## config.mk

```make
export PLATFORM = sky130hd
export DESIGN_NAME = triangle_scanline_rasterizer_core
export DESIGN_NICKNAME = d
export VERILOG_FILES = /design/src/hdl/tri_rast_pkg.sv /design/src/hdl/triangle_scanline_rasterizer_core.sv /design/src/hdl/tri_rast_front.sv /design/src/hdl/tri_rast_queue.sv /design/src/hdl/tri_rast_div.sv /design/src/hdl/tri_rast_back.sv
export SDC_FILE = /design/constraint.sdc
export NUM_CORES = 2
export LEC_CHECK = 0
export BUFFER_PORTS_ARGS = -buffer_cell sky130_fd_sc_hd__buf_2
export CORE_MARGIN = 4
export CORE_UTILIZATION = 35
export DETAILED_ROUTE_END_ITERATION = 16
export SETUP_SLACK_MARGIN = 0.4
export SLEW_MARGIN = 10
export SYNTH_ARGS = -nofsm -noshare
export SYNTH_HDL_FRONTEND = slang
export SYNTH_SLANG_ARGS = --single-unit
```

## constraint.sdc

```tcl
create_clock -name clk -period 41.4 [get_ports clk]
set_input_delay 10.35 -clock clk [delete_from_list [all_inputs] [get_ports clk]]
set_output_delay 10.35 -clock clk [all_outputs]
set_load 0.005 [all_outputs]
```

## src/hdl/tri_rast_pkg.sv

```systemverilog
// Types and constants shared by the triangle rasterizer modules.
// No dependencies.
package tri_rast_pkg;

  localparam int CW       = 12;          // vertex coordinate width
  localparam int DIF_W    = CW + 1;      // coordinate difference width
  localparam int NUM_W    = 2 * CW + 3;  // interpolation numerator width
  localparam int PW       = CW + 2;      // clip compare width
  localparam int SCR_W    = 12;          // screen size register width
  localparam int PIX_W    = 11;          // pixel coordinate width
  localparam int MAX_RESULTS = 64;       // pixels per input transfer

  localparam logic [0:0] CFG_SCREEN_WIDTH  = 1'b0;
  localparam logic [0:0] CFG_SCREEN_HEIGHT = 1'b1;

  typedef struct packed {
    logic signed [CW-1:0] vert0_x;
    logic signed [CW-1:0] vert0_y;
    logic signed [CW-1:0] vert1_x;
    logic signed [CW-1:0] vert1_y;
    logic signed [CW-1:0] vert2_x;
    logic signed [CW-1:0] vert2_y;
    logic        [7:0]    shade;
  } tri_item_t;

  typedef struct packed {
    logic [PIX_W-1:0] pixel_x;
    logic [PIX_W-1:0] pixel_y;
    logic [7:0]       pixel_gray;
    logic             last_pixel;
  } pix_item_t;

  // sorted triangle as queued between front and back
  typedef struct packed {
    logic signed [CW-1:0] x0;
    logic signed [CW-1:0] y0;
    logic signed [CW-1:0] x1;
    logic signed [CW-1:0] y1;
    logic signed [CW-1:0] x2;
    logic signed [CW-1:0] y2;
    logic        [7:0]    shade;
    logic                 flat;
  } tri_t;

  typedef enum logic [3:0] {
    B_IDLE, B_MULA, B_STA, B_DIVA, B_MULB, B_STB, B_DIVB, B_SPAN, B_WALK, B_WAIT
  } back_state_t;

endpackage

```

## src/hdl/triangle_scanline_rasterizer_core.sv

```systemverilog
// Top level of the scanline triangle rasterizer: config registers, front,
// queue and back. Depends on tri_rast_pkg, tri_rast_front/queue/back.
//
//   channel | signals                       | direction | accepted when
//   --------+-------------------------------+-----------+----------------------
//   tri     | tri_valid tri_stall tri_data  | in        | tri_valid & !tri_stall
//   pix     | pix_valid pix_stall pix       | out       | pix_valid & !pix_stall
//   cfg     | cfg_valid cfg_ready           | in        | cfg_valid & cfg_ready
//           | cfg_index cfg_data            |           |
//
// A triangle passes through the queue and is popped; then each row runs two
// serial edge divisions, span setup and the row exit, and walks its visible
// pixels at one per cycle unless the output stalls; off-screen rows still
// pay the setup. A transfer on tri yields at most 64 pixels; a triangle with
// more waits for further tri transfers, whose payload is ignored.
// rst is synchronous and clears all control state; pix_stall blocks the walk
// once the hold is full, and the two-entry queue lets the front accept until full.
module triangle_scanline_rasterizer_core (
  input  logic                    clk,
  input  logic                    rst,
  input  logic                    tri_valid,
  output logic                    tri_stall,
  input  tri_rast_pkg::tri_item_t tri_data,
  output logic                    pix_valid,
  input  logic                    pix_stall,
  output tri_rast_pkg::pix_item_t pix,
  input  logic                    cfg_valid,
  output logic                    cfg_ready,
  input  logic [0:0]              cfg_index,
  input  logic [tri_rast_pkg::SCR_W-1:0] cfg_data
);
  import tri_rast_pkg::*;

  logic [SCR_W-1:0] scr_w, scr_h;
  logic             q_full, q_nonempty, q_pop, push;
  tri_t             sorted, q_data;

  assign cfg_ready = 1'b1;

  // screen size registers
  always_ff @(posedge clk) begin
    if (rst) begin
      scr_w <= SCR_W'(600);
      scr_h <= SCR_W'(400);
    end else if (cfg_valid && cfg_ready) begin
      case (cfg_index)
        CFG_SCREEN_WIDTH:  scr_w <= cfg_data;
        CFG_SCREEN_HEIGHT: scr_h <= cfg_data;
        default: ;
      endcase
    end
  end

  tri_rast_front u_front (
    .tri_in(tri_data), .full(q_full), .stall(tri_stall), .sorted(sorted)
  );

  assign push = tri_valid && !tri_stall;

  tri_rast_queue u_queue (
    .clk(clk), .rst(rst), .push(push), .wdata(sorted), .pop(q_pop),
    .full(q_full), .nonempty(q_nonempty), .rdata(q_data)
  );

  tri_rast_back u_back (
    .clk(clk), .rst(rst), .q_valid(q_nonempty), .q_data(q_data), .q_pop(q_pop),
    .scr_w(scr_w), .scr_h(scr_h),
    .pix_valid(pix_valid), .pix_stall(pix_stall), .pix(pix)
  );

endmodule

```

## src/hdl/tri_rast_front.sv

```systemverilog
// Front end: takes triangles, sorts vertices by y, flags flat ones.
// Depends on tri_rast_pkg.
module tri_rast_front (
  input  tri_rast_pkg::tri_item_t tri_in,
  input  logic                    full,
  output logic                    stall,
  output tri_rast_pkg::tri_t      sorted
);
  import tri_rast_pkg::*;

  logic signed [CW-1:0] ax, ay, bx, by, cx, cy;
  logic signed [CW-1:0] t;

  always_comb begin
    t = '0;
    ax = tri_in.vert0_x; ay = tri_in.vert0_y;
    bx = tri_in.vert1_x; by = tri_in.vert1_y;
    cx = tri_in.vert2_x; cy = tri_in.vert2_y;
    if (ay > by) begin
      t = ax; ax = bx; bx = t;
      t = ay; ay = by; by = t;
    end
    if (ay > cy) begin
      t = ax; ax = cx; cx = t;
      t = ay; ay = cy; cy = t;
    end
    if (by > cy) begin
      t = bx; bx = cx; cx = t;
      t = by; by = cy; cy = t;
    end
    sorted.x0 = ax; sorted.y0 = ay;
    sorted.x1 = bx; sorted.y1 = by;
    sorted.x2 = cx; sorted.y2 = cy;
    sorted.shade = tri_in.shade;
    sorted.flat = (tri_in.vert0_y == tri_in.vert1_y) && (tri_in.vert0_y == tri_in.vert2_y);
  end

  assign stall = full;

endmodule

```

## src/hdl/tri_rast_queue.sv

```systemverilog
// Two-entry queue of sorted triangles between front and back.
// Depends on tri_rast_pkg.
module tri_rast_queue (
  input  logic               clk,
  input  logic               rst,
  input  logic               push,
  input  tri_rast_pkg::tri_t wdata,
  input  logic               pop,
  output logic               full,
  output logic               nonempty,
  output tri_rast_pkg::tri_t rdata
);
  import tri_rast_pkg::*;

  tri_t       mem [2];
  logic       wp, rp;
  logic [1:0] count;

  assign full     = (count == 2'd2);
  assign nonempty = (count != 2'd0);
  assign rdata    = mem[rp];

  always_ff @(posedge clk) begin
    if (rst) begin
      wp <= 1'b0;
      rp <= 1'b0;
      count <= 2'd0;
    end else begin
      if (push) wp <= ~wp;
      if (pop) rp <= ~rp;
      count <= count + 2'(push) - 2'(pop);
    end
    if (push) mem[wp] <= wdata;
  end

endmodule

```

## src/hdl/tri_rast_div.sv

```systemverilog
// Iterative signed divider, one quotient bit per cycle, truncates toward zero.
// Depends on tri_rast_pkg.
module tri_rast_div (
  input  logic                          clk,
  input  logic                          rst,
  input  logic                          start,
  input  logic signed [tri_rast_pkg::NUM_W-1:0] dividend,
  input  logic [tri_rast_pkg::CW-1:0]   divisor,
  output logic                          done,
  output logic signed [tri_rast_pkg::CW-1:0] quotient
);
  import tri_rast_pkg::*;

  localparam int CNT_W = $clog2(NUM_W);

  logic             busy;
  logic [CNT_W-1:0] cnt;
  logic [NUM_W-1:0] dvd, quo, quo_s;
  logic [CW:0]      rem, rem_sh;
  logic [CW-1:0]    den;
  logic             neg, qbit;

  always_comb begin
    rem_sh = {rem[CW-1:0], dvd[NUM_W-1]};
    qbit = (rem_sh >= {1'b0, den});
    quo_s = neg ? (~quo + 1'b1) : quo;
  end

  assign quotient = signed'(quo_s[CW-1:0]);

  always_ff @(posedge clk) begin
    if (rst) begin
      busy <= 1'b0;
      done <= 1'b0;
    end else begin
      done <= 1'b0;
      if (start) begin
        busy <= 1'b1;
        cnt  <= '0;
        rem  <= '0;
        den  <= divisor;
        neg  <= dividend[NUM_W-1];
        dvd  <= dividend[NUM_W-1] ? (~dividend + 1'b1) : dividend;
      end else if (busy) begin
        rem <= qbit ? (rem_sh - {1'b0, den}) : rem_sh;
        dvd <= dvd << 1;
        quo <= {quo[NUM_W-2:0], qbit};
        cnt <= cnt + 1'b1;
        if (cnt == CNT_W'(NUM_W - 1)) begin
          busy <= 1'b0;
          done <= 1'b1;
        end
      end
    end
  end

endmodule

```

## src/hdl/tri_rast_back.sv

```systemverilog
// Back end: per-row edge setup through the shared divider, then span walk,
// clipping and pixel output. Depends on tri_rast_pkg and tri_rast_div.
module tri_rast_back (
  input  logic                    clk,
  input  logic                    rst,
  input  logic                    q_valid,
  input  tri_rast_pkg::tri_t      q_data,
  output logic                    q_pop,
  input  logic [tri_rast_pkg::SCR_W-1:0] scr_w,
  input  logic [tri_rast_pkg::SCR_W-1:0] scr_h,
  output logic                    pix_valid,
  input  logic                    pix_stall,
  output tri_rast_pkg::pix_item_t pix
);
  import tri_rast_pkg::*;

  localparam int CLW = CW + 2;

  back_state_t state, state_next;

  logic signed [CW-1:0]  x0, y0, x1, y1, x2, y2;
  logic        [7:0]     shade;
  logic        [CW-1:0]  row;
  logic        [6:0]     cnt;
  logic signed [CW-1:0]  a_q, span_right;
  logic signed [CLW-1:0] column;
  logic                  hold_valid;
  pix_item_t             hold;
  logic signed [NUM_W-1:0] num_r;
  logic        [CW-1:0]  den_r;

  // edge operands
  logic signed [DIF_W-1:0] total, h1, h2, row_e;
  logic signed [DIF_W-1:0] xa, xb, nm, dn;
  logic signed [2*DIF_W-1:0] p1, p2;
  logic second, div_start, div_done;
  logic signed [CW-1:0] div_q, lo, hi;

  // walk
  logic signed [PW-1:0] yv, right, sw_m1, col_e, sr_e;
  logic row_vis, vis, slot_free, last_row, take, send;
  pix_item_t cur;

  always_comb begin
    total = DIF_W'(y2) - DIF_W'(y0);
    h1    = DIF_W'(y1) - DIF_W'(y0);
    h2    = DIF_W'(y2) - DIF_W'(y1);
    row_e = signed'({1'b0, row});
    second = (row_e > h1) || (h1 == '0);
    if (state == B_MULA) begin
      xa = DIF_W'(x0); xb = DIF_W'(x2); nm = row_e; dn = total;
    end else if (second) begin
      xa = DIF_W'(x1); xb = DIF_W'(x2); nm = row_e - h1; dn = h2;
    end else begin
      xa = DIF_W'(x0); xb = DIF_W'(x1); nm = row_e; dn = h1;
    end
    p1 = xa * dn;
    p2 = (xb - xa) * nm;
  end

  tri_rast_div u_div (
    .clk(clk), .rst(rst), .start(div_start), .dividend(num_r), .divisor(den_r),
    .done(div_done), .quotient(div_q)
  );

  always_comb begin
    if (a_q > div_q) begin
      lo = div_q; hi = a_q;
    end else begin
      lo = a_q; hi = div_q;
    end
    yv    = PW'(y0) + signed'(PW'({1'b0, row}));
    sw_m1 = signed'(PW'({1'b0, scr_w})) - PW'(1);
    sr_e  = PW'(span_right);
    right = (sr_e > sw_m1) ? sw_m1 : sr_e;
    col_e = PW'(column);
    row_vis = (yv >= 0) && (yv < signed'(PW'({1'b0, scr_h})));
    vis = row_vis && (col_e <= right);
    slot_free = !pix_valid || !pix_stall;
    last_row = (signed'({1'b0, row + 1'b1}) >= total);
    // take: current pixel moves into hold; send: hold moves to the output
    take = (state == B_WALK) && vis && (cnt != 7'(MAX_RESULTS)) &&
           (!hold_valid || slot_free);
    send = (state == B_WALK) && hold_valid && slot_free && (vis || last_row);
    cur.pixel_x    = column[PIX_W-1:0];
    cur.pixel_y    = yv[PIX_W-1:0];
    cur.pixel_gray = shade;
    cur.last_pixel = 1'b0;
  end

  always_comb begin
    state_next = state;
    q_pop = 1'b0;
    div_start = 1'b0;
    case (state)
      B_IDLE: begin
        if (q_valid) begin
          q_pop = 1'b1;
          if (!q_data.flat) state_next = B_MULA;
        end
      end
      B_MULA: state_next = B_STA;
      B_STA: begin
        div_start = 1'b1;
        state_next = B_DIVA;
      end
      B_DIVA: if (div_done) state_next = B_MULB;
      B_MULB: state_next = B_STB;
      B_STB: begin
        div_start = 1'b1;
        state_next = B_DIVB;
      end
      B_DIVB: if (div_done) state_next = B_SPAN;
      B_SPAN: state_next = B_WALK;
      B_WALK: begin
        if (vis) begin
          if (cnt == 7'(MAX_RESULTS) && (!hold_valid || slot_free)) state_next = B_WAIT;
        end else if (last_row) begin
          if (!hold_valid || slot_free) state_next = B_IDLE;
        end else begin
          state_next = B_MULA;
        end
      end
      B_WAIT: begin
        if (q_valid) begin
          q_pop = 1'b1;
          state_next = B_WALK;
        end
      end
      default: state_next = B_IDLE;
    endcase
  end

  always_ff @(posedge clk) begin
    if (rst) begin
      state <= B_IDLE;
      pix_valid <= 1'b0;
      hold_valid <= 1'b0;
      cnt <= '0;
      row <= '0;
    end else begin
      state <= state_next;
      if (send) pix_valid <= 1'b1;
      else if (slot_free) pix_valid <= 1'b0;
      if (take) hold_valid <= 1'b1;
      else if (send) hold_valid <= 1'b0;
      if (send) begin
        pix <= '{pixel_x: hold.pixel_x, pixel_y: hold.pixel_y,
                 pixel_gray: hold.pixel_gray, last_pixel: !vis};
      end
      case (state)
        B_IDLE: begin
          if (q_valid && !q_data.flat) begin
            x0 <= q_data.x0; y0 <= q_data.y0;
            x1 <= q_data.x1; y1 <= q_data.y1;
            x2 <= q_data.x2; y2 <= q_data.y2;
            shade <= q_data.shade;
            row <= '0;
            cnt <= '0;
          end
        end
        B_MULA, B_MULB: begin
          num_r <= NUM_W'(p1) + NUM_W'(p2);
          den_r <= dn[CW-1:0];
        end
        B_DIVA: if (div_done) a_q <= div_q;
        B_SPAN: begin
          span_right <= hi;
          column <= (lo < 0) ? '0 : CLW'(lo);
        end
        B_WALK: begin
          if (take) begin
            hold <= cur;
            column <= column + 1'b1;
            cnt <= cnt + 1'b1;
          end
          if (!vis && !last_row) row <= row + 1'b1;
        end
        B_WAIT: if (q_valid) cnt <= '0;
        default: ;
      endcase
    end
  end

endmodule

```

==> run metrics <==
hold depth 0; multi-input logic area between 20000 and 25000 sq um; CTS tree done; row count about 130; CP max stage cell or2_4; Crit Reg-Reg Startpoint u_back.y0[0]; cts repair resizes 0; Pre-antenna DRT Iters 5; Die Height approximately 350 um; pin count of the biggest net entering global routing 79; clk sink count 505; Critical path origin u_back.y0[0]; area share of and/or/nand/nor cells after synthesis 11.2%; mux cell area share after synthesis approximately 4.8%; Top Ports ~130; final antenna diode count 0; yosys warns 0; Synth Area in Compound Gates 9.41%; crit path time final 18040 ps; final worst slack roughly 23000 ps; Main synth FF type edfxtp_1; hold buffers post-CTS 0; Nets 4874; Max Fclk between 50 and 60 MHz; post-synthesis xor/xnor area fraction roughly 4.6%; adder-cell area share of the yosys netlist roughly 28%; crit path kind flop to flop; hold endpoint u_back.u_div.den[9]; initial antenna violation count 2; Fin Setup TNS 0 ps; largest area contributor in the netlist edfxtp_1; Critical Path End Type flop; antenna viol nets, final 0; r2r endpoint u_back.num_r[25]; CP dominant cell by count fa_1; fin crit share about 44%; Clock Path Buffers 3; vias per inst 4.90; RSZ-0062 raised after global routing false; Final Max Tran Viols 0; Worst-Margin Slew about 1200 ps; number of flops mapped to enable cells by yosys between 400 and 500; R2R setup slack 23360 ps; final wirelength 94.4 mm; gr usage total about 15%; top cell type's share of synthesized area 32.3%; Worst Path Max Fanout 39; Sequential Area approximately 15000 sq um; Worst setup SP type flop; die width ~350 um; unique cell type count in the Yosys netlist roughly 90; total of max-cap violations 0; H-tree levels 2; Layout Skew around 28 ps; die footprint ~120000 sq um; vias in the first global route about 28k; main combinational cell family by area after synthesis adder cells; R2R depth approximately 70; register bit total from synthesis ~510; DR DRC count 0; starting density of the core around a third; Layout fillers 11.6k; layout cells sized above 1 ~12%; Slew HR ~17%; Synth Net Count approximately 4.8k; Worst path max stage delay approximately 560 ps; core area between 100000 and 150000 sq um; Clk Latency, worst-skew pair slightly above 600 ps; buffers added on ports between 100 and 150; syn avg cell area approximately 11 sq um; 1st-iter DRT viols approximately 1.6k; post-synthesis async set-or-reset flop share 0%; Syn Inst Count 3960; Place WS 22940 ps; Area Growth Syn to Fin 10.1%; sequential fraction of the synthesis area between 30% and 40%; Hold Vio Cnt, Final 0; CTS Buf Count 53; Setup Buffers After CTS 0; dpl hpwl roughly 75 mm; Worst EP arrival about 18000 ps; most area-consuming cells after synthesis edfxtp_1 32%, fa_1 18%, ha_1 10%, inv_1 5.5%, nand2_1 3.7%; Final setup viols 0; Avg WL per Cell about 17 um; GPL Wtd Cong between 0.8 and 0.9; global route overflow 0; hold path start u_back.den_r[9]; root buf cell clkbuf_16; clock slew seen by the registers of the worst setup and hold paths around 60 ps; Crit path required time between 40000 and 50000 ps; first-pass GRT wire length between 150 and 200 mm; Hold/Removal Path Class flop to flop; Mapped Area about 42000 sq um; status finished clean; via count 27.7k
metal layers:
metal / global-route usage (%) / part of all wire [%]
met5: 0 / 0
met4: 3.08 / 1.8
met3: 1.90 / 4.1
met2: 24.8 / 46
met1: 21.4 / 48
area by class of cell:
type / count / area share [%]
timing repair buffer: 172 / 2.10
tap: 1536 / 4.19
sequential: 505 / 31.8
clock inverter: 34 / 0.872
inverter: 625 / 5.11
multi-input combinational: 2711 / 52.9
clock buffer: 63 / 2.97
worst max-delay path, delay by kind of cell, from the launching register on:
family / cells / cell delay, ps
AND/OR/NAND/NOR: 11 / 2100
buffers and inverters: 11 / 1090
adder cells (fa/ha/maj): 18 / 7820
flip-flops: 1 / 520
XOR/XNOR: 3 / 620
AO/OA/AOI/OAI: 26 / 5620
cell families after synthesis:
group | count (synthesis)
XOR/XNOR | 215
multiplexers | 184
adder cells (fa/ha/maj) | 713
buffers and inverters | 744
other | 1
flip-flops | 505
AND/OR/NAND/NOR | 1011
AO/OA/AOI/OAI | 587
layout by cell type (no fill, tap or decap), types with 43 or more instances in the layout:
cell type	Yosys	final
buf_2	26	130
xor2_1	69	69
xnor2_1	144	144
o21ai_0	137	135
nand3_1	43	43
nand2_1	409	408
clkbuf_16	0	53
o21a_1	49	49
mux2_2	117	117
nor2b_1	43	43
a21o_1	56	56
nand2b_1	44	44
mux2i_1	64	64
nor2_1	235	233
a21oi_1	152	150
fa_1	369	369
ha_1	339	339
edfxtp_1	449	449
inv_1	613	613
dfxtp_1	56	55
registers in the layout, summed over array words and instances, names as in the netlist, 14 cells and up, named ones only:
register and flops:
u_queue.mem 162, u_back.pix 31, u_back.hold 30, u_back.num_r 27
u_back.u_div.dvd 27, u_back.col_e 14
through the flow:
stage	instances	utilization (%)	hold slack [ps]	area, sq um
floorplan	3960	-	400	41700
global placement	5549	37.3	400	44100
detailed placement	5549	37.3	405	44100
CTS	5646	38.8	416	45900
global route	5646	38.8	419	45900
finish	5646	38.8	414	45900
cell usage after synthesis, drive strengths merged, types with 4 or more instances:
cell type  number
nor3           30
nor2          236
nor4           15
nand4          32
or4             9
and3           22
maj3            5
o21ai         151
mux2i          67
clkbuf         73
a31oi          13
inv           625
fa            369
dfxtp          56
o31a            7
o31ai          22
nand2         419
o22ai           4
nand3b         10
edfxtp        449
a21o           56
nand2b         44
a221o          13
nor2b          43
xnor2         146
a2111oi         4
or2            38
o41ai           5
mux2          117
o211ai          7
a21boi          8
ha            339
xor2           69
or3            19
and4            4
and2           38
o221a          26
buf            46
a211oi         18
o21a           49
nand3          43
a21oi         153
o21bai         21
worst max path at each step:
stage,endpoint,depth (start not counted)
floorplan,u_back.shade[0],3
global placement,u_queue.mem[0][54],37
detailed placement,u_queue.mem[0][55],37
CTS,u_back.num_r[25],69
global route,u_back.num_r[25],69
finish,u_back.num_r[25],69
Power is left out: the tool's default activity adds up to more than one toggle a clock period on the data nets, which glitch-free logic cannot reach.
